[src/rtl/core/tilt_and_wheel_speed_estimator_defines.svh]
// assertion macros shared by the estimator rtl
`ifndef TILT_AND_WHEEL_SPEED_ESTIMATOR_DEFINES_SVH
`define TILT_AND_WHEEL_SPEED_ESTIMATOR_DEFINES_SVH

// same-cycle implication, clocked on i_clk, off while i_rst_n is low
`define TWSE_ASSERT_IMP(lbl, ante, cons) \
    lbl: assert property (@(posedge i_clk) disable iff (!i_rst_n) (ante) |-> (cons)) \
        else $error("estimator check failed: same-cycle implication");

// next-cycle implication, clocked on i_clk, off while i_rst_n is low
`define TWSE_ASSERT_NXT(lbl, ante, cons) \
    lbl: assert property (@(posedge i_clk) disable iff (!i_rst_n) (ante) |=> (cons)) \
        else $error("estimator check failed: next-cycle implication");

`endif

[src/rtl/core/twse_ram.sv]
// generic single write port ram with registered read
module twse_ram #(
    parameter int WIDTH = 32,
    parameter int DEPTH = 100
) (
    input  logic                     i_clk,
    input  logic                     i_we,
    input  logic [$clog2(DEPTH)-1:0] i_waddr,
    input  logic [WIDTH-1:0]         i_wdata,
    input  logic [$clog2(DEPTH)-1:0] i_raddr,
    output logic [WIDTH-1:0]         o_rdata
);

    logic [WIDTH-1:0] r_mem [DEPTH];
    logic [WIDTH-1:0] r_rdata;

    // write port
    always_ff @(posedge i_clk) begin
        if (i_we) begin
            r_mem[i_waddr] <= i_wdata;
        end
    end

    // registered read port
    always_ff @(posedge i_clk) begin
        r_rdata <= r_mem[i_raddr];
    end

    assign o_rdata = r_rdata;

endmodule

[config.mk]
export PLATFORM = sky130hd
export DESIGN_NAME = twse_ram
export DESIGN_NICKNAME = d
export VERILOG_FILES = /design/src/rtl/core/tilt_and_wheel_speed_estimator_defines.svh /design/src/rtl/core/twse_ram.sv
export SDC_FILE = /design/constraint.sdc
export NUM_CORES = 2
export LEC_CHECK = 0
export ABC_CLOCK_PERIOD_IN_PS = 5800
export BUFFER_PORTS_ARGS = -buffer_cell sky130_fd_sc_hd__buf_2
export CORE_MARGIN = 3
export CORE_UTILIZATION = 49
export CTS_CLUSTER_DIAMETER = 200
export DETAILED_ROUTE_END_ITERATION = 16
export SLEW_MARGIN = 20
export SYNTH_ARGS = -nofsm -noshare
export SYNTH_HDL_FRONTEND = slang
export SYNTH_SLANG_ARGS = --single-unit
[constraint.sdc]
create_clock -name i_clk -period 5.8 [get_ports i_clk]
set_input_delay 1.74 -clock i_clk [delete_from_list [all_inputs] [get_ports i_clk]]
set_output_delay 1.74 -clock i_clk [all_outputs]
set_load 0.02 [all_outputs]
### Word level (Yosys, flattened, before mapping)

Memory sizes are Yosys's and may differ from the RTL's. A register that Yosys moved wholly into a read port is not among the register bits.
Index checks and enable logic that the tools add are counted.

* bits of input ports: 48
* memories: 1
* register bits: 0
* memory bits (writable): 3200
* output and inout bits: 32

* multiplexer cells: 2

Memory list
* r_mem: depth 100, bits a word 32, rd ports 1, clocked after memory_dff 1, write ports 1, line twse_ram.sv:14 `logic [WIDTH-1:0] r_mem [DEPTH];`

Operators with widths (count)
* $mux W1: 2

### Depth between registers and ports, before layout

* word-level depth: 2
* gate-level depth with buffers: 11

### Worst setup path before layout

OpenSTA, ideal clock, no wires.

* kind: input-to-reg
* start point: in i_waddr[5]
* end point: mem r_mem[57][0] (enable)
* setup time: 0.461 ns
* cell stages on the path: 4
* path slack: 0.755 ns
* data required time: 5.339 ns
* data arrival time: 4.584 ns
* cells stage by stage: nor2b_1 > nand4_1 > or2_2 > nor3_1

RTL lines
* start: declaration: line twse_ram.sv:8 `input logic [$clog2(DEPTH)-1:0] i_waddr,`
* end: declaration: line twse_ram.sv:14

No word-level cell before the write port.

==> impl_metrics.json <==
{
  "status": "finished clean",
  "cts_setup_buffers": 0,
  "die_area_um2": 257000,
  "finalHoldViolations": 0,
  "critPathLaunch": "i_raddr[0]",
  "io_pins": 80,
  "synth_area_um2": 123000,
  "crit_path_max_fanout": 61,
  "drv_slew": 0,
  "vias_per_cell": 6.49,
  "synth_ff_type": "edfxtp_1",
  "via_count": 62000,
  "drive_gt1_frac": 0.277,
  "worst_slew_pin_slew_ns": 1.28,
  "cts_buffers": 345,
  "rrSetupSlack_ns": 2.47,
  "fp.dieW_um": 507,
  "ir_drop_uv": 357,
  "cts_tree": "done",
  "finalNonFillerCells": 9559,
  "whs_ns": 0.751,
  "syn_avg_cell_area_um2": 22.3,
  "synth.area.top_cells": "edfxtp_1 (78%), mux4_2 (13%), mux2i_1 (2.0%), a22oi_1 (1.2%), dfxtp_1 (0.52%)",
  "fin_nets": 6010,
  "synth_edf_count": 3200,
  "clk_pin_slew_ns": 0.06,
  "placed_cells": 8944,
  "antenna_left": 0,
  "power.density_nw_per_um2": 350,
  "clock.fmax_ghz": 0.209,
  "rr_endpoint": "o_rdata[17]",
  "gp_congestion": 0.889,
  "power_leakage_nw": 44.1,
  "overflow": 0,
  "ys_seq_area_frac": 0.787,
  "yosysTopAreaCellShare": 0.782,
  "core_area_um2": 249000,
  "finalCritPeriodShare": 0.824,
  "synth-seq-cells": 3232,
  "h-tree-depth": 5,
  "crit_arrival_ns": 5.66,
  "initial_utilization": 0.493,
  "grt_pass1_wl_um": 492000,
  "io_buffer_count": 79,
  "setup_viol": 0,
  "fin_ws_ns": 1.02,
  "cts-root-buf": "clkbuf_16",
  "hold_class": "reg2reg",
  "antenna_found_initial": 26,
  "drc": 0,
  "syn_inst": 5502,
  "track_usage": 0.275,
  "drt_first_pass_iters": 8,
  "critPathLaunchType": "input port",
  "numClockSinks": 3232,
  "synth_cell_type_count": 57,
  "synthTopCellsByCount": "edfxtp_1 (3,200), mux4_2 (723), mux2i_1 (249)",
  "clkLatencyLatePin_ns": 0.98,
  "post-synth-top-area-cell": "edfxtp_1",
  "worst-endpoint-required_ns": 6.67,
  "dp_slack_ns": 0.0370,
  "reg2reg_from": "r_mem[23][17]",
  "cap_violations": 0,
  "synthMostInstantiatedCell": "edfxtp_1",
  "first_global_vias": 60900,
  "rows": 183,
  "finClkSkew_ns": 0.101,
  "hold_depth": 3,
  "cts_max_path_buffers": 4,
  "die_h_um": 507,
  "fin_crit_ns": 4.78,
  "maxSlewHeadroom": 0.136,
  "wl_per_cell_um": 37.0,
  "critical_path.endpoint": "o_rdata[17]",
  "cts-resized-gates": 0,
  "critical_path_class": "in2reg",
  "drt_iter0_drc": 8687,
  "end_kind": "flip-flop",
  "wl_um": 354000,
  "r2r_cells": 7,
  "dpl.hpwl_um": 209000,
  "ctsHoldBuffers": 0,
  "syn-num-nets": 5550,
  "rsz0062_at_grt": "false",
  "finalSetupTns_ns": 0,
  "synthArstFlopShare": 0,
  "syn2layout_area_growth_pct": 14.2,
  "grt_max_degree": 101,
  "yosys_warnings": 0,
  "n_fill_cell": 18400
}
==> sequential cells by signal, indices dropped and copies added, names as in the netlist <==
signal / cells
r_mem: 3200
o_rdata: 32
==> cells in the final DEF, fill, tap and decap left out, types with 6 or more instances in the layout <==
master / count
edfxtp_1: 3200
mux4_2: 723
clkbuf_16: 347
buf_4: 319
mux2i_1: 249
a22oi_1: 195
nand2_1: 139
nor2_4: 98
o21ai_0: 87
nand3_1: 84
clkbuf_1: 84
clkinv_1: 66
nor2_1: 56
clkinv_2: 55
buf_12: 46
a221oi_1: 43
buf_2: 42
dfxtp_1: 32
a21oi_1: 30
nand4_1: 30
o22ai_1: 25
nor3_1: 24
nor2b_1: 22
bufinv_16: 22
a31oi_1: 21
o21ai_1: 17
nand2b_1: 12
o2111ai_1: 12
diode_2: 11
inv_6: 10
o221ai_1: 8
o211ai_1: 7
a2111oi_0: 7
clkinvlp_4: 7
clkbuf_8: 6
buf_6: 6
==> power by group <==
part,switching (W),internal (W),leakage (nW)
clock,0.00877,0.0120,5.13
sequential,0.0000777,0.0258,29.0
combinational,0.00169,0.000830,9.91
==> routing by layer <==
metal	vias to the layer above	GRT usage	share of wire
met5	-	0	0.00023
met4	14	0.0968	0.040
met3	578	0.0552	0.093
met2	3425	0.418	0.46
met1	33600	0.401	0.40
li1	24400	-	-
==> cells by family (layout without fill, tap and decap cells) <==
family | after synthesis | in the layout | synth area share
muxes | 977 | 977 | 0.153
other | 0 | 11 | 0
AOI/OAI and AO/OA | 489 | 489 | 0.0278
buffers and inverters | 308 | 1024 | 0.0139
and+or+nand+nor | 496 | 496 | 0.0181
DFF | 3232 | 3232 | 0.787
==> worst min-delay path by stage <==
stage                  start           to  slack [ns]
2_1_floorplan  r_mem[32][14]  o_rdata[14]        0.67
3_3_place_gp   r_mem[99][15]  o_rdata[15]        0.73
3_5_place_dp   r_mem[98][22]  o_rdata[22]        0.73
4_1_cts        r_mem[99][27]  o_rdata[27]        0.76
5_1_grt        r_mem[98][22]  o_rdata[22]        0.79
6_report       r_mem[99][27]  o_rdata[27]        0.75
==> worst max-delay path, stage by stage <==
cell      delay [ns]
buf_12          0.18
buf_12          0.33
buf_4           0.21
nor2_2          0.13
buf_4           0.37
a22oi_1         0.18
nand3_1         0.22
nand4_1         0.49
buf_4           0.33
a221oi_1        0.95
buf_4           0.24
o21ai_1         0.05
==> cell type report <==
cell class              count  area (µm²)  area share
flip-flops and latches   3232       96700       0.689
multi-input cells        1962       25300       0.180
clock buffers             437        9080      0.0647
well taps                3330        4170      0.0297
repair buffers            416        3650      0.0260
clock inverters           166        1400     0.00999
diodes                     11        27.5    0.000196
inverters                   5        21.3    0.000152
==> per-stage QoR <==
stage          power [W]  utilization  instance area (µm²)
6_report          0.0492        0.563               140000
5_1_grt           0.0505        0.563               140000
4_1_cts           0.0495        0.563               140000
3_5_place_dp      0.0289        0.521               130000
3_3_place_gp      0.0288        0.521               130000
2_1_floorplan     0.0275            -               123000
No activity file was read; power rests on OpenSTA's default activity.
