`config.mk`:
```
export PLATFORM = sky130hd
export DESIGN_NAME = twse_smul
export DESIGN_NICKNAME = d
export VERILOG_FILES = /design/src/rtl/core/tilt_and_wheel_speed_estimator_defines.svh /design/src/rtl/core/twse_pkg.sv /design/src/rtl/core/twse_smul.sv
export SDC_FILE = /design/constraint.sdc
export NUM_CORES = 1
export LEC_CHECK = 0
export ABC_CLOCK_PERIOD_IN_PS = 2900
export BUFFER_PORTS_ARGS = -buffer_cell sky130_fd_sc_hd__buf_2
export CORE_UTILIZATION = 35
export CTS_CLUSTER_DIAMETER = 40
export CTS_CLUSTER_SIZE = 10
export DETAILED_ROUTE_END_ITERATION = 10
export PLACE_DENSITY = 0.68
export SYNTH_ARGS = -nofsm -noshare
export SYNTH_HDL_FRONTEND = slang
export SYNTH_SLANG_ARGS = --single-unit
```
`constraint.sdc`:
```
create_clock -name i_clk -period 2.9 [get_ports i_clk]
set_input_delay 0.435 -clock i_clk [delete_from_list [all_inputs] [get_ports i_clk]]
set_output_delay 0.435 -clock i_clk [all_outputs]
set_load 0.02 [all_outputs]
```
`src/rtl/core/tilt_and_wheel_speed_estimator_defines.svh`:
```
// assertion macros shared by the estimator rtl
`ifndef TILT_AND_WHEEL_SPEED_ESTIMATOR_DEFINES_SVH
`define TILT_AND_WHEEL_SPEED_ESTIMATOR_DEFINES_SVH

// same-cycle implication, clocked on i_clk, off while i_rst_n is low
`define TWSE_ASSERT_IMP(lbl, ante, cons) \
    lbl: assert property (@(posedge i_clk) disable iff (!i_rst_n) (ante) |-> (cons)) \
        else $error("estimator check failed: same-cycle implication");

// next-cycle implication, clocked on i_clk, off while i_rst_n is low
`define TWSE_ASSERT_NXT(lbl, ante, cons) \
    lbl: assert property (@(posedge i_clk) disable iff (!i_rst_n) (ante) |=> (cons)) \
        else $error("estimator check failed: next-cycle implication");

`endif

```
`src/rtl/core/twse_pkg.sv`:
```
// shared constants and types of the tilt and wheel speed estimator
package twse_pkg;

    localparam int DATA_W     = 32;
    localparam int BLEND_W    = 16;
    localparam int CFG_IDX_W  = 3;
    localparam int WINDOW_DEF = 100;

    // configuration register indexes
    localparam logic [CFG_IDX_W-1:0] CFG_BLEND_WEIGHT  = 3'd0;
    localparam logic [CFG_IDX_W-1:0] CFG_SAMPLE_PERIOD = 3'd1;
    localparam logic [CFG_IDX_W-1:0] CFG_SPEED_SCALE   = 3'd2;
    localparam logic [CFG_IDX_W-1:0] CFG_INVERT_A      = 3'd3;
    localparam logic [CFG_IDX_W-1:0] CFG_INVERT_B      = 3'd4;

    // register reset values
    localparam logic [BLEND_W-1:0] RST_BLEND_WEIGHT  = 16'd65143;
    localparam logic [DATA_W-1:0]  RST_SAMPLE_PERIOD = 32'd4294967;
    localparam logic [DATA_W-1:0]  RST_SPEED_SCALE   = 32'd65536;

    // unity in q1.16, one bit wider than the blend weight
    localparam logic [BLEND_W:0] ONE_Q16 = 17'h10000;

    // int32 bounds
    localparam logic [DATA_W-1:0] S32_MAX = 32'h7FFF_FFFF;
    localparam logic [DATA_W-1:0] S32_MIN = 32'h8000_0000;

    // control of one serial multiplier
    typedef struct packed {
        logic load;
        logic step;
    } t_mul_ctrl;

endpackage

```
`src/rtl/core/twse_smul.sv`:
```
// bit-serial signed by unsigned multiplier, one multiplier bit per cycle while step is set
module twse_smul (
    input  logic                          i_clk,
    input  twse_pkg::t_mul_ctrl           i_ctrl,
    input  logic [twse_pkg::DATA_W-1:0]   i_mcand,
    input  logic [twse_pkg::DATA_W-1:0]   i_mplier,
    output logic [2*twse_pkg::DATA_W-1:0] o_prod
);
    import twse_pkg::*;

    logic [DATA_W-1:0] r_m;
    logic [DATA_W:0]   r_hi;
    logic [DATA_W-1:0] r_lo;
    logic [DATA_W+1:0] w_sum;
    logic [DATA_W+1:0] w_add;

    // partial product of the current multiplier bit
    assign w_add = r_lo[0] ? {{2{r_m[DATA_W-1]}}, r_m} : '0;
    assign w_sum = {r_hi[DATA_W], r_hi} + w_add;

    // shift-add accumulator, multiplier bits shift out of the low half
    always_ff @(posedge i_clk) begin
        if (i_ctrl.load) begin
            r_m  <= i_mcand;
            r_hi <= '0;
            r_lo <= i_mplier;
        end else if (i_ctrl.step) begin
            r_hi <= w_sum[DATA_W+1:1];
            r_lo <= {w_sum[0], r_lo[DATA_W-1:1]};
        end
    end

    assign o_prod = {r_hi[DATA_W-1:0], r_lo};

endmodule

```
# == After elaboration in Yosys (flattened, before gate mapping) ==
# Cells that the tools add are included.
# W data, S select, Z words.
# totals
regBits,97
output_inout_bits,64
elab_cells,8
# op_classes
n_addsub,1
muxes,3
n_reduce_logical,1
# ops
operator,n
$mux W32,2
$add A34 B34 Y34,1
$mux W34,1
$reduce_bool A2 Y1,1

# == Longest topological paths before layout ==
# Gate-level depths: netlist of the first run.
# logic_depth
depth_word,4
depth_mapped,12
depth_no_buf,12

# == Least setup slack after synthesis of the first run ==
# Ideal clock, no wire load.
# synth_path
path_type,register to register
start,register r_lo[0]
end,register r_hi[29]
setup_time_ps,62
arrival_time_ps,2927
setup_slack_ps,-88
path_stages_with_launch,12
synth_period_minus_slack_ps,2988
path_cell_list,edfxtp_1 -> clkbuf_1 -> and2_1 -> ha_1 -> nand2_2 -> or3_1 -> a211o_1 -> a31oi_2 -> a31oi_1 -> o31a_1 -> or4_1 -> nand3_1
# synth_via
elab_chain_len,2
# synth_lines
element,line,rtl
start: declaration,twse_smul.sv:13,logic [DATA_W-1:0] r_lo;
start signal: assignment,twse_smul.sv:26,r_lo <= i_mplier;
start signal: assignment,twse_smul.sv:29,"r_lo <= {w_sum[0], r_lo[DATA_W-1:1]};"
$mux W34,twse_smul.sv:18,"assign w_add = r_lo[0] ? {{2{r_m[DATA_W-1]}}, r_m} : '0;"
$add A34 B34 Y34,twse_smul.sv:19,"assign w_sum = {r_hi[DATA_W], r_hi} + w_add;"
end signal: assignment,twse_smul.sv:28,r_hi <= w_sum[DATA_W+1:1];
end: declaration,twse_smul.sv:12,logic [DATA_W:0] r_hi;
# No other way between the ends.
# A chain may end at the register's enable or synchronous reset.

# == Worst setup path after layout of the first run ==
# Same ends and word-level chain as after synthesis.

==> results.sh, run 1 <==
export IMPL_hold_viol_final=0
export IMPL_postRouteAntennaNets=0
export IMPL_worstMarginPinSlew_ns=0.593
export IMPL_synth_top_cell_area_share_pct=33.8
export IMPL_post_route_min_period_ns=3.00
export IMPL_status="finished with violations"
export IMPL_fmax_mhz=334
export IMPL_htreeDepth=3
export IMPL_synth_edf_count=64
export IMPL_cts_sinks=97
export IMPL_peakVddDrop_mv=0.395
export IMPL_timing_hold_ws_ns=0.251
export IMPL_multi_input_area_um2=3040
export IMPL_rsz0062_at_grt="true"
export IMPL_place_ws_ns=-0.161
export IMPL_placementRows=46
export IMPL_violations="negative setup slack"
export IMPL_yosysSeqAreaShare_pct=45.4
export IMPL_overflow=0
export IMPL_register_area_um2=2580
export IMPL_synth_area_um2=5690
export IMPL_core_area_um2=15900
export IMPL_antenna_diode_count=0
export IMPL_root_buffer="clkbuf_16"
export IMPL_path_common_cell="a31oi_4"
export IMPL_fin_ws_ns=-0.0975
export IMPL_setup_worst_path_class="flip-flop to flip-flop"
export IMPL_die_height_um=129
export IMPL_avgRoutedWirePerCell_um=15.8
export IMPL_worstPathRequired_ns=3.20
export IMPL_end_kind="flip-flop"
export IMPL_synth_ff_type="edfxtp_1"
export IMPL_cts_tree="yes"
export IMPL_clk_transition_reported_paths_ns=0.08
export IMPL_syn_nets=642
export IMPL_drt_vias_per_instance=4.96
export IMPL_grt_max_degree=40
export IMPL_cp_data_arrival_time_ns=3.29
export IMPL_fin_nets=801
export IMPL_synthCells=541
export IMPL_finish_utilization_pct=47.0
export IMPL_skew_ns=0.0125
export IMPL_cts_path_max_buffers=2
export IMPL_drt_pass1_iterations=4
export IMPL_hpwl_um=10800
export IMPL_drc=0
export IMPL_crit_slowest_cell="edfxtp_1"
export IMPL_drt_wl_total_um=14500
export IMPL_synth_cell_types=54
export IMPL_fin_crit_sh_pct=103
export IMPL_cap_viol_max_count=0
export IMPL_path_cells="and2_1 -> ha_1 -> inv_1 -> fa_2 -> nor2b_4 -> o2111ai_4 -> a211o_1 -> a31oi_4 -> a31oi_4 -> o31a_1 -> or4_1 -> nand3_1"
export IMPL_dieArea_um2=16800
export IMPL_area_growth_pct=31.4
export IMPL_nFillCells=1493
export IMPL_fp_dieW_um=129
export IMPL_finalSetupViolCount=2
export IMPL_drive_gt1_share_pct=42.6
export IMPL_async_flop_share_pct=0
export IMPL_synth_top_cell_by_area="edfxtp_1"
export IMPL_min_path_type="input pin to flip-flop"
export IMPL_ios=131
export IMPL_grt_pass1_vias=4698
export IMPL_cp_max_fo=4
export IMPL_max_slew_margin_pct=60.4
export IMPL_synth_seq_cells=97
export IMPL_pwr_density_cell_nw_per_um2=566
export IMPL_clk_latency_ns=0.35
export IMPL_track_usage_pct=17.7
export IMPL_cp_start_kind="flip-flop"
export IMPL_numCtsBuffers=9
export IMPL_slowest_delay_ns=0.41
export IMPL_grt_pass1_wl_um=23000
export IMPL_drt_initial_drc_count=266
export IMPL_antenna_found_initial=0
export IMPL_synth_warnings=0
export IMPL_tns_ns=-0.136
export IMPL_yosys_top_cells_area="edfxtp_1 (34%), dfxtp_1 (12%), ha_1 (7.3%)"
export IMPL_place_congestion=0.902
export IMPL_p_leak_nw=3.31
export IMPL_initial_utilization_pct=35.8
export IMPL_port_buffer_count=130
export IMPL_synth_area_per_cell_um2=10.5
export IMPL_maxSlewViolCount=0
export IMPL_vias=4568
-- repair_timing --
action | 4_1_cts | 5_1_grt
buffers inserted | 2 | 7
pin swaps | 5 | 9
resized for setup | 16 | 26
hold buffers | 0 | 0
endpoints found under the hold margin | 0 | 0
setup endpoints to repair | 8 | 11
-- cell usage after synthesis, drive strengths merged, types with 5 or more instances --
| cell type | instances |
|---|---|
| buf | 36 |
| o21ai | 24 |
| o21bai | 8 |
| xnor2 | 20 |
| nand3 | 10 |
| nand4 | 9 |
| nor3 | 5 |
| dfxtp | 33 |
| mux2i | 15 |
| ha | 33 |
| nor2 | 38 |
| and2 | 32 |
| edfxtp | 64 |
| a21o | 14 |
| mux2 | 33 |
| a31oi | 9 |
| nand2b | 6 |
| nand2 | 30 |
| inv | 10 |
| xor2 | 8 |
| clkbuf | 23 |
| a211oi | 6 |
| a21oi | 30 |
-- critical path: cells and delay by family, from the launching register on --
family / cells / cell delay [ns]
flops: 1 / 0.41
compound gates: 5 / 1.11
simple gates: 4 / 0.83
buf+inv: 1 / 0.06
fa+ha+maj: 2 / 0.54
-- kinds of logic after synthesis --
family / synth area share [%]
adder cells (fa/ha/maj): 7.61
XOR/XNOR: 4.31
buffers and inverters: 6.69
AND/OR/NAND/NOR: 13.4
flip-flops: 45.4
AO/OA/AOI/OAI: 13.4
multiplexers: 9.18
-- routing by layer --
layer | wire length [um] | global-route usage [%]
met4 | 269 | 5.61
met2 | 6690 | 29.6
met1 | 6480 | 21.7
met5 | 0 | 0
met3 | 1080 | 5.74
-- final cells by class --
type	instances	area share, %
clock buffer	9	3.01
clock inverter	7	1.11
inverter	10	0.502
multi-input combinational	375	40.7
sequential	97	34.6
tap	216	3.62
timing repair buffer	207	16.5
-- sequential cells by signal (all words and copies together), names as in the netlist --
register and cells:
r_m 32, r_hi 33, r_lo 32
-- power by group --
| group | leakage, nW | switching, mW | total [mW] | internal, mW |
|---|---|---|---|---|
| Sequential | 0.911 | 0.100 | 1.73 | 1.63 |
| Clock | 0.152 | 0.566 | 1.25 | 0.688 |
| Combinational | 2.25 | 0.663 | 1.24 | 0.579 |
-- final timing paths --
check,from,end,slack [ns],cells past startpoint
hold reg to reg,r_hi[24],r_hi[24],0.49,2
hold / removal,i_mcand[3],r_m[3],0.25,1
setup / recovery,r_lo[0],r_hi[29],-0.1,12
setup reg to reg,r_lo[0],r_hi[29],-0.1,12
-- cell usage in the layout, fill, tap and decap left out, types with 4 or more instances in the layout --
cell       count
buf_2        129
buf_4         77
nand4_1        9
ha_4          10
mux2_2        33
a211oi_1       4
dfxtp_1       33
a21oi_1       26
a31oi_1        5
a21oi_2        4
nand3_1       10
o21a_1         4
o21bai_1       8
clkbuf_16      9
nand2_1       29
nand2b_1       6
o21ai_0       19
mux2i_1       15
ha_2           4
edfxtp_1      64
ha_1          19
o21ai_1        5
a21o_1        13
xor2_1         8
and2_4         4
nor2_1        37
xnor2_1       20
inv_1         10
and2_1        28
-- metrics by stage --
step                      instances  total power [mW]  cell area [um2]
after floorplan                 541              2.52             5760
final                           921              4.23             7470
after global routing            921              4.44             7470
after detailed placement        896              2.91             6850
after global placement          896              2.89             6850
after CTS                       914              4.21             7270
(Power assumes the default switching activity.)
==> run 2, diff against run 1 <==
--- a/config.mk
+++ b/config.mk
@@ -5,13 +5,14 @@
 export SDC_FILE = /design/constraint.sdc
 export NUM_CORES = 1
 export LEC_CHECK = 0
+export ABC_AREA = 1
 export ABC_CLOCK_PERIOD_IN_PS = 2900
 export BUFFER_PORTS_ARGS = -buffer_cell sky130_fd_sc_hd__buf_2
 export CORE_UTILIZATION = 35
 export CTS_CLUSTER_DIAMETER = 40
 export CTS_CLUSTER_SIZE = 10
 export DETAILED_ROUTE_END_ITERATION = 10
-export PLACE_DENSITY = 0.68
+export PLACE_DENSITY = 0.67
 export SYNTH_ARGS = -nofsm -noshare
 export SYNTH_HDL_FRONTEND = slang
 export SYNTH_SLANG_ARGS = --single-unit
==> run 2 against run 1 <==
  * The flow now finishes without violations
  * Register-to-register slack gained 0.32 ns
  * Worst hold slack lost 0.0017 ns
  * Largest cell class unchanged
  * Critical path type unchanged
  * Synthesized cell count grew 64%
  * Routed wire length grew 14%
==> results.sh, run 2 <==
export IMPL_setup_worst_path_start="r_lo[0]"
export IMPL_post_route_min_period_ns=2.68
export IMPL_p_int_mw=2.61
export IMPL_fp_dieW_um=137
export IMPL_antenna_found_initial=0
export IMPL_async_flop_share_pct=0
export IMPL_end_kind="flip-flop"
export IMPL_skew_ns=0.0127
export IMPL_reg2reg_setup_slack_ns=0.22
export IMPL_fin_crit_sh_pct=92.4
export IMPL_yosys_top_cells_count="nand2_1 (304), inv_1 (142), nor2_1 (81)"
export IMPL_antenna_diode_count=0
export IMPL_tns_ns=0
export IMPL_cts_sinks=97
export IMPL_worstMarginPinSlew_ns=0.987
export IMPL_maxSlewViolCount=0
export IMPL_hpwl_um=13100
export IMPL_cp_start_kind="flip-flop"
export IMPL_synth_top_cell_by_area="edfxtp_1"
export IMPL_place_congestion=0.938
export IMPL_cts_tree="yes"
export IMPL_reg2reg_depth=15
export IMPL_final_cell_mix="nand2_1 (304), inv_1 (142), buf_2 (130)"
export IMPL_switching_share_pct=32.4
export IMPL_numCtsBuffers=9
export IMPL_port_buffer_count=130
export IMPL_overflow=0
export IMPL_power_mw=3.86
export IMPL_synthCells=887
export IMPL_fin_nets=1085
export IMPL_top_register="r_hi"
export IMPL_htreeDepth=3
export IMPL_drt_wl_total_um=16600
export IMPL_vias=5747
export IMPL_largest_reg_flops=33
export IMPL_syn_nets=988
export IMPL_core_area_um2=17500
export IMPL_ios=131
export IMPL_clk_transition_reported_paths_ns=0.07
export IMPL_postRouteAntennaNets=0
export IMPL_hold_buffers=0
export IMPL_cp_data_arrival_time_ns=2.93
export IMPL_track_usage_pct=18.6
export IMPL_placementRows=48
export IMPL_peakVddDrop_mv=0.308
export IMPL_clk_latency_ns=0.36
export IMPL_top_regs="r_hi x33, r_lo x32, r_m x32"
export IMPL_synth_area_um2=6360
export IMPL_synth_ff_type="edfxtp_1"
export IMPL_cp_max_fo=22
export IMPL_synth_warnings=0
export IMPL_drt_vias_per_instance=4.73
export IMPL_initial_utilization_pct=36.3
export IMPL_dpl_cell_area_um2=7030
export IMPL_max_slew_margin_pct=34.1
export IMPL_avgRoutedWirePerCell_um=13.7
export IMPL_area_growth_pct=15.1
export IMPL_dieArea_um2=18700
export IMPL_p_comb_share_pct=23.8
export IMPL_fmax_mhz=373
export IMPL_yosysSeqAreaShare_pct=40.6
export IMPL_synth_area_per_cell_um2=7.17
export IMPL_nFillCells=1885
export IMPL_rsz0062_at_grt="false"
export IMPL_setup_worst_path_class="flip-flop to flip-flop"
export IMPL_fin_area_um2=7330
export IMPL_register_area_um2=2580
export IMPL_hold_viol_final=0
export IMPL_p_sw_mw=1.25
export IMPL_finalSetupViolCount=0
export IMPL_multi_input_area_um2=2920
export IMPL_clock_power_share_pct=32.0
export IMPL_seqPwrFrac_pct=44.1
export IMPL_cp_endpoint="r_hi[22]"
export IMPL_grt_pass1_wl_um=26500
export IMPL_postCtsResizedCells=0
export IMPL_p_leak_nw=3.96
export IMPL_rr_startpoint="r_lo[0]"
export IMPL_min_path_type="input pin to flip-flop"
export IMPL_mostFrequentLayoutCell="nand2_1"
export IMPL_drive_gt1_share_pct=17.9
export IMPL_synth_edf_count=64
export IMPL_finish_utilization_pct=41.8
export IMPL_drt_initial_drc_count=310
export IMPL_cts_path_max_buffers=2
export IMPL_drc=0
export IMPL_rr_endpoint="r_hi[22]"
export IMPL_synth_most_common_cell="nand2_1"
export IMPL_synth_top_cell_area_share_pct=30.2
export IMPL_status="finished, final reports clean"
export IMPL_drt_pass1_iterations=5
export IMPL_grt_max_degree=47
export IMPL_root_buffer="clkbuf_16"
export IMPL_yosys_top_cells_area="edfxtp_1 (30%), nand2_1 (18%), dfxtp_1 (10%)"
export IMPL_cts_setup_buffers=0
export IMPL_grt_pass1_vias=5369
export IMPL_synth_seq_cells=97
export IMPL_die_height_um=137
export IMPL_pwr_density_cell_nw_per_um2=527
export IMPL_worstPathRequired_ns=3.15
export IMPL_cap_viol_max_count=0
export IMPL_synth_cell_types=38
==> run 2: cell types whose count changed in the layout (fill, tap and decap cells not counted), moves of 14 or more <==
cell and change:
xnor2_1 -18, and2_1 -28, nor2_1 +44, inv_1 +132
nand2_1 +275, mux2i_1 -15, nand3_1 +34, ha_1 +14
buf_4 -72, mux2_2 -33
==> run 2: cells by family (layout without fill, tap and decap cells) <==
| group | after synthesis | count (layout) | share of synthesized area, % |
|---|---|---|---|
| simple gates | 466 | 466 | 30.0 |
| buf+inv | 194 | 296 | 13.5 |
| flops | 97 | 97 | 40.6 |
| compound gates | 89 | 89 | 8.04 |
| fa+ha+maj | 34 | 34 | 6.80 |
| xor+xnor | 7 | 7 | 0.964 |
==> run 2: cell type report <==
cell class              instances  area share, %
clock buffers                  10           3.13
well taps                     225           3.84
clock inverters                 6          0.905
inverters                     144           7.38
multi-input cells             596           39.8
flip-flops and latches         97           35.3
repair buffers                136           9.67
==> run 2: through the flow <==
step	hold slack [ns]	setup slack [ns]	cells
2_1_floorplan	0.457	0.454	887
3_3_place_gp	0.474	0.322	1198
3_5_place_dp	0.485	0.268	1198
4_1_cts	0.240	0.231	1214
5_1_grt	0.242	0.0253	1214
6_report	0.249	0.220	1214
==> run 2: power groups by stage <==
stage	logic [mW]	registers (mW)	clock network, mW
after detailed placement	0.922	1.73	0
after global routing	1.04	1.72	1.31
after CTS	0.925	1.71	1.27
after global placement	0.913	1.74	0
final	0.921	1.70	1.24
after floorplan	0.635	1.76	0
==> run 2: worst max-delay path, stage by stage, from the launching register on <==
cell and delay [ns]:
edfxtp_1 0.57, buf_4 0.34, nand2_1 0.08, inv_1 0.07
ha_1 0.29, nand2_2 0.15, inv_1 0.05, a21oi_1 0.19
a21boi_1 0.22, nand2_1 0.13, nand2_1 0.12, nand2_1 0.05
nand2_1 0.06, nand3_1 0.11, nand2_1 0.10, inv_1 0.04
==> run 2: worst min path at each step <==
stage	start	endpoint	slack [ns]	depth (start not counted)
2_1_floorplan	r_hi[0]	r_hi[0]	0.46	2
3_3_place_gp	r_hi[10]	r_hi[10]	0.47	2
3_5_place_dp	r_hi[8]	r_hi[8]	0.48	2
4_1_cts	i_mcand[26]	r_m[26]	0.24	1
5_1_grt	i_mcand[16]	r_m[16]	0.24	1
6_report	i_mcand[15]	r_m[15]	0.25	1
==> run 2: metal layers <==
metal	wire [um]	GRT usage, %	vias up	part of all wire (%)
met1	7780	23.9	2603	47
li1	-	-	2957	-
met3	1090	4.19	16	6.6
met2	7450	30.1	171	45
met4	291	7.39	0	1.8
met5	0	0	-	0
==> run 3, diff against run 2 <==
--- a/config.mk
+++ b/config.mk
@@ -8,11 +8,11 @@
 export ABC_AREA = 1
 export ABC_CLOCK_PERIOD_IN_PS = 2900
 export BUFFER_PORTS_ARGS = -buffer_cell sky130_fd_sc_hd__buf_2
-export CORE_UTILIZATION = 35
+export CORE_UTILIZATION = 51
 export CTS_CLUSTER_DIAMETER = 40
 export CTS_CLUSTER_SIZE = 10
 export DETAILED_ROUTE_END_ITERATION = 10
-export PLACE_DENSITY = 0.67
+export PLACE_DENSITY = 0.88
 export SYNTH_ARGS = -nofsm -noshare
 export SYNTH_HDL_FRONTEND = slang
 export SYNTH_SLANG_ARGS = --single-unit
==> run 3 against run 2 <==
  * Via count grew 2.5%
  * Non-clock buffer count is the same
  * Worst hold slack lost 0.0025 ns
  * Final cell count decreased by 4.7%
  * Combinational power grew 0.4%
  * Routed wire length fell by 4.0%
  * Highest routed layer unchanged
==> results.sh, run 3 (synthesis gave the netlist of run 2 again) <==
export IMPL_status="finished, final reports clean"
export IMPL_peakVddDrop_mv=0.439
export IMPL_clk_latency_ns=0.36
export IMPL_mostFrequentLayoutCell="nand2_1"
export IMPL_setup_worst_path_class="flip-flop to flip-flop"
export IMPL_p_comb_share_pct=23.7
export IMPL_largest_reg_flops=33
export IMPL_reg2reg_depth=15
export IMPL_core_area_um2=12100
export IMPL_hold_viol_final=0
export IMPL_cp_max_fo=14
export IMPL_port_buffer_count=130
export IMPL_hold_buffers=0
export IMPL_avgRoutedWirePerCell_um=13.8
export IMPL_postCtsResizedCells=0
export IMPL_ios=131
export IMPL_place_ws_ns=0.565
export IMPL_finish_utilization_pct=60.2
export IMPL_clk_transition_reported_paths_ns=0.08
export IMPL_maxSlewViolCount=0
export IMPL_worstPathRequired_ns=3.15
export IMPL_cts_tree="yes"
export IMPL_post_route_min_period_ns=2.40
export IMPL_antenna_found_initial=0
export IMPL_placementRows=40
export IMPL_top_regs="r_hi x33, r_lo x32, r_m x32"
export IMPL_fin_crit_sh_pct=82.9
export IMPL_hpwl_um=12500
export IMPL_finalSetupViolCount=0
export IMPL_final_cell_mix="nand2_1 (304), inv_1 (142), buf_2 (130)"
export IMPL_fin_ws_ns=0.496
export IMPL_p_sw_mw=1.26
export IMPL_switching_share_pct=32.3
export IMPL_drt_pass1_iterations=6
export IMPL_drt_initial_drc_count=454
export IMPL_cp_data_arrival_time_ns=2.65
export IMPL_root_buffer="clkbuf_16"
export IMPL_tns_ns=0
export IMPL_die_height_um=114
export IMPL_skew_ns=0.0113
export IMPL_cap_viol_max_count=0
export IMPL_fp_dieW_um=114
export IMPL_clock_power_share_pct=32.7
export IMPL_area_growth_pct=14.1
export IMPL_fin_nets=1085
export IMPL_cp_start_kind="flip-flop"
export IMPL_drive_gt1_share_pct=18.0
export IMPL_dieArea_um2=12900
export IMPL_end_kind="flip-flop"
export IMPL_rsz0062_at_grt="false"
export IMPL_grt_pass1_wl_um=25900
export IMPL_top_register="r_hi"
export IMPL_max_slew_margin_pct=20.7
export IMPL_timing_hold_ws_ns=0.247
export IMPL_htreeDepth=3
export IMPL_drt_wl_total_um=16000
export IMPL_place_congestion=0.964
export IMPL_grt_max_degree=54
export IMPL_p_int_mw=2.65
export IMPL_track_usage_pct=26.0
export IMPL_worstMarginPinSlew_ns=1.19
export IMPL_min_delay_path_depth=1
export IMPL_postRouteAntennaNets=0
export IMPL_overflow=0
export IMPL_vias=5892
export IMPL_pwr_density_cell_nw_per_um2=538
export IMPL_fmax_mhz=416
export IMPL_seqPwrFrac_pct=43.6
export IMPL_p_leak_nw=3.97
export IMPL_cts_setup_buffers=0
export IMPL_drc=0
export IMPL_cts_sinks=97
export IMPL_numCtsBuffers=9
export IMPL_cts_path_max_buffers=2
export IMPL_initial_utilization_pct=52.7
export IMPL_grt_pass1_vias=5449
export IMPL_min_path_type="input pin to flip-flop"
export IMPL_drt_vias_per_instance=5.09
export IMPL_antenna_diode_count=0
==> run 3: changes by cell type in the layout (fill, tap and decap cells not counted) <==
cell / change
clkbuf_8: +1
inv_8: +1
buf_12: -1
buf_4: +1
clkbuf_1: -1
clkinv_4: -1
inv_6: +2
clkinv_2: -2
==> run 3: worst paths after layout <==
| check | startpoint | to | slack, ns |
|---|---|---|---|
| setup / recovery | r_lo[0] | r_hi[29] | 0.50 |
| hold / removal | i_mcand[12] | r_m[12] | 0.25 |
| setup reg to reg | r_lo[0] | r_hi[29] | 0.50 |
| hold reg to reg | r_hi[10] | r_hi[10] | 0.50 |
==> run 3: metal layers <==
layer / up-vias / global-route usage (%) / wire [um] / share of wire [%]
met1: 2655 / 33.8 / 6860 / 43
met2: 252 / 42.2 / 7260 / 46
met5: - / 0 / 0 / 0
li1: 2954 / - / - / -
met3: 31 / 6.43 / 1410 / 8.8
met4: 0 / 8.95 / 420 / 2.6
==> run 3: metrics by stage <==
step / area, um2 / total power [mW] / std cells
detailed placement: 6950 / 2.64 / 1141
finish: 7260 / 3.91 / 1157
floorplan: 6360 / 2.40 / 887
global route: 7260 / 4.09 / 1157
global placement: 6950 / 2.63 / 1141
CTS: 7260 / 3.91 / 1157
==> run 3: worst max-delay path, stage by stage, from the launching register on <==
cell      delay (ns)
edfxtp_1        0.39
buf_4           0.23
nand2_1         0.12
fa_1            0.42
inv_1           0.11
nand3_1         0.08
nand2_1         0.14
nand2_1         0.07
nand2_1         0.11
nand3_1         0.08
nand2_1         0.16
nand2_1         0.13
nand3_1         0.09
nand3_1         0.07
nand2_1         0.07
inv_1           0.04
==> run 3: area by class of cell <==
class / count / area [um2]
multi-input combinational: 596 / 2920
clock inverter: 6 / 76.3
fill: 1104 / 4800
clock buffer: 10 / 239
tap: 168 / 210
inverter: 144 / 541
sequential: 97 / 2580
timing repair buffer: 136 / 696
==> run 3: power by group through the flow <==
stage / registers (mW) / logic, mW / clock network (mW)
3_3_place_gp: 1.73 / 0.895 / 0
4_1_cts: 1.71 / 0.920 / 1.29
3_5_place_dp: 1.73 / 0.913 / 0
5_1_grt: 1.72 / 1.03 / 1.34
2_1_floorplan: 1.76 / 0.635 / 0
6_report: 1.71 / 0.925 / 1.28
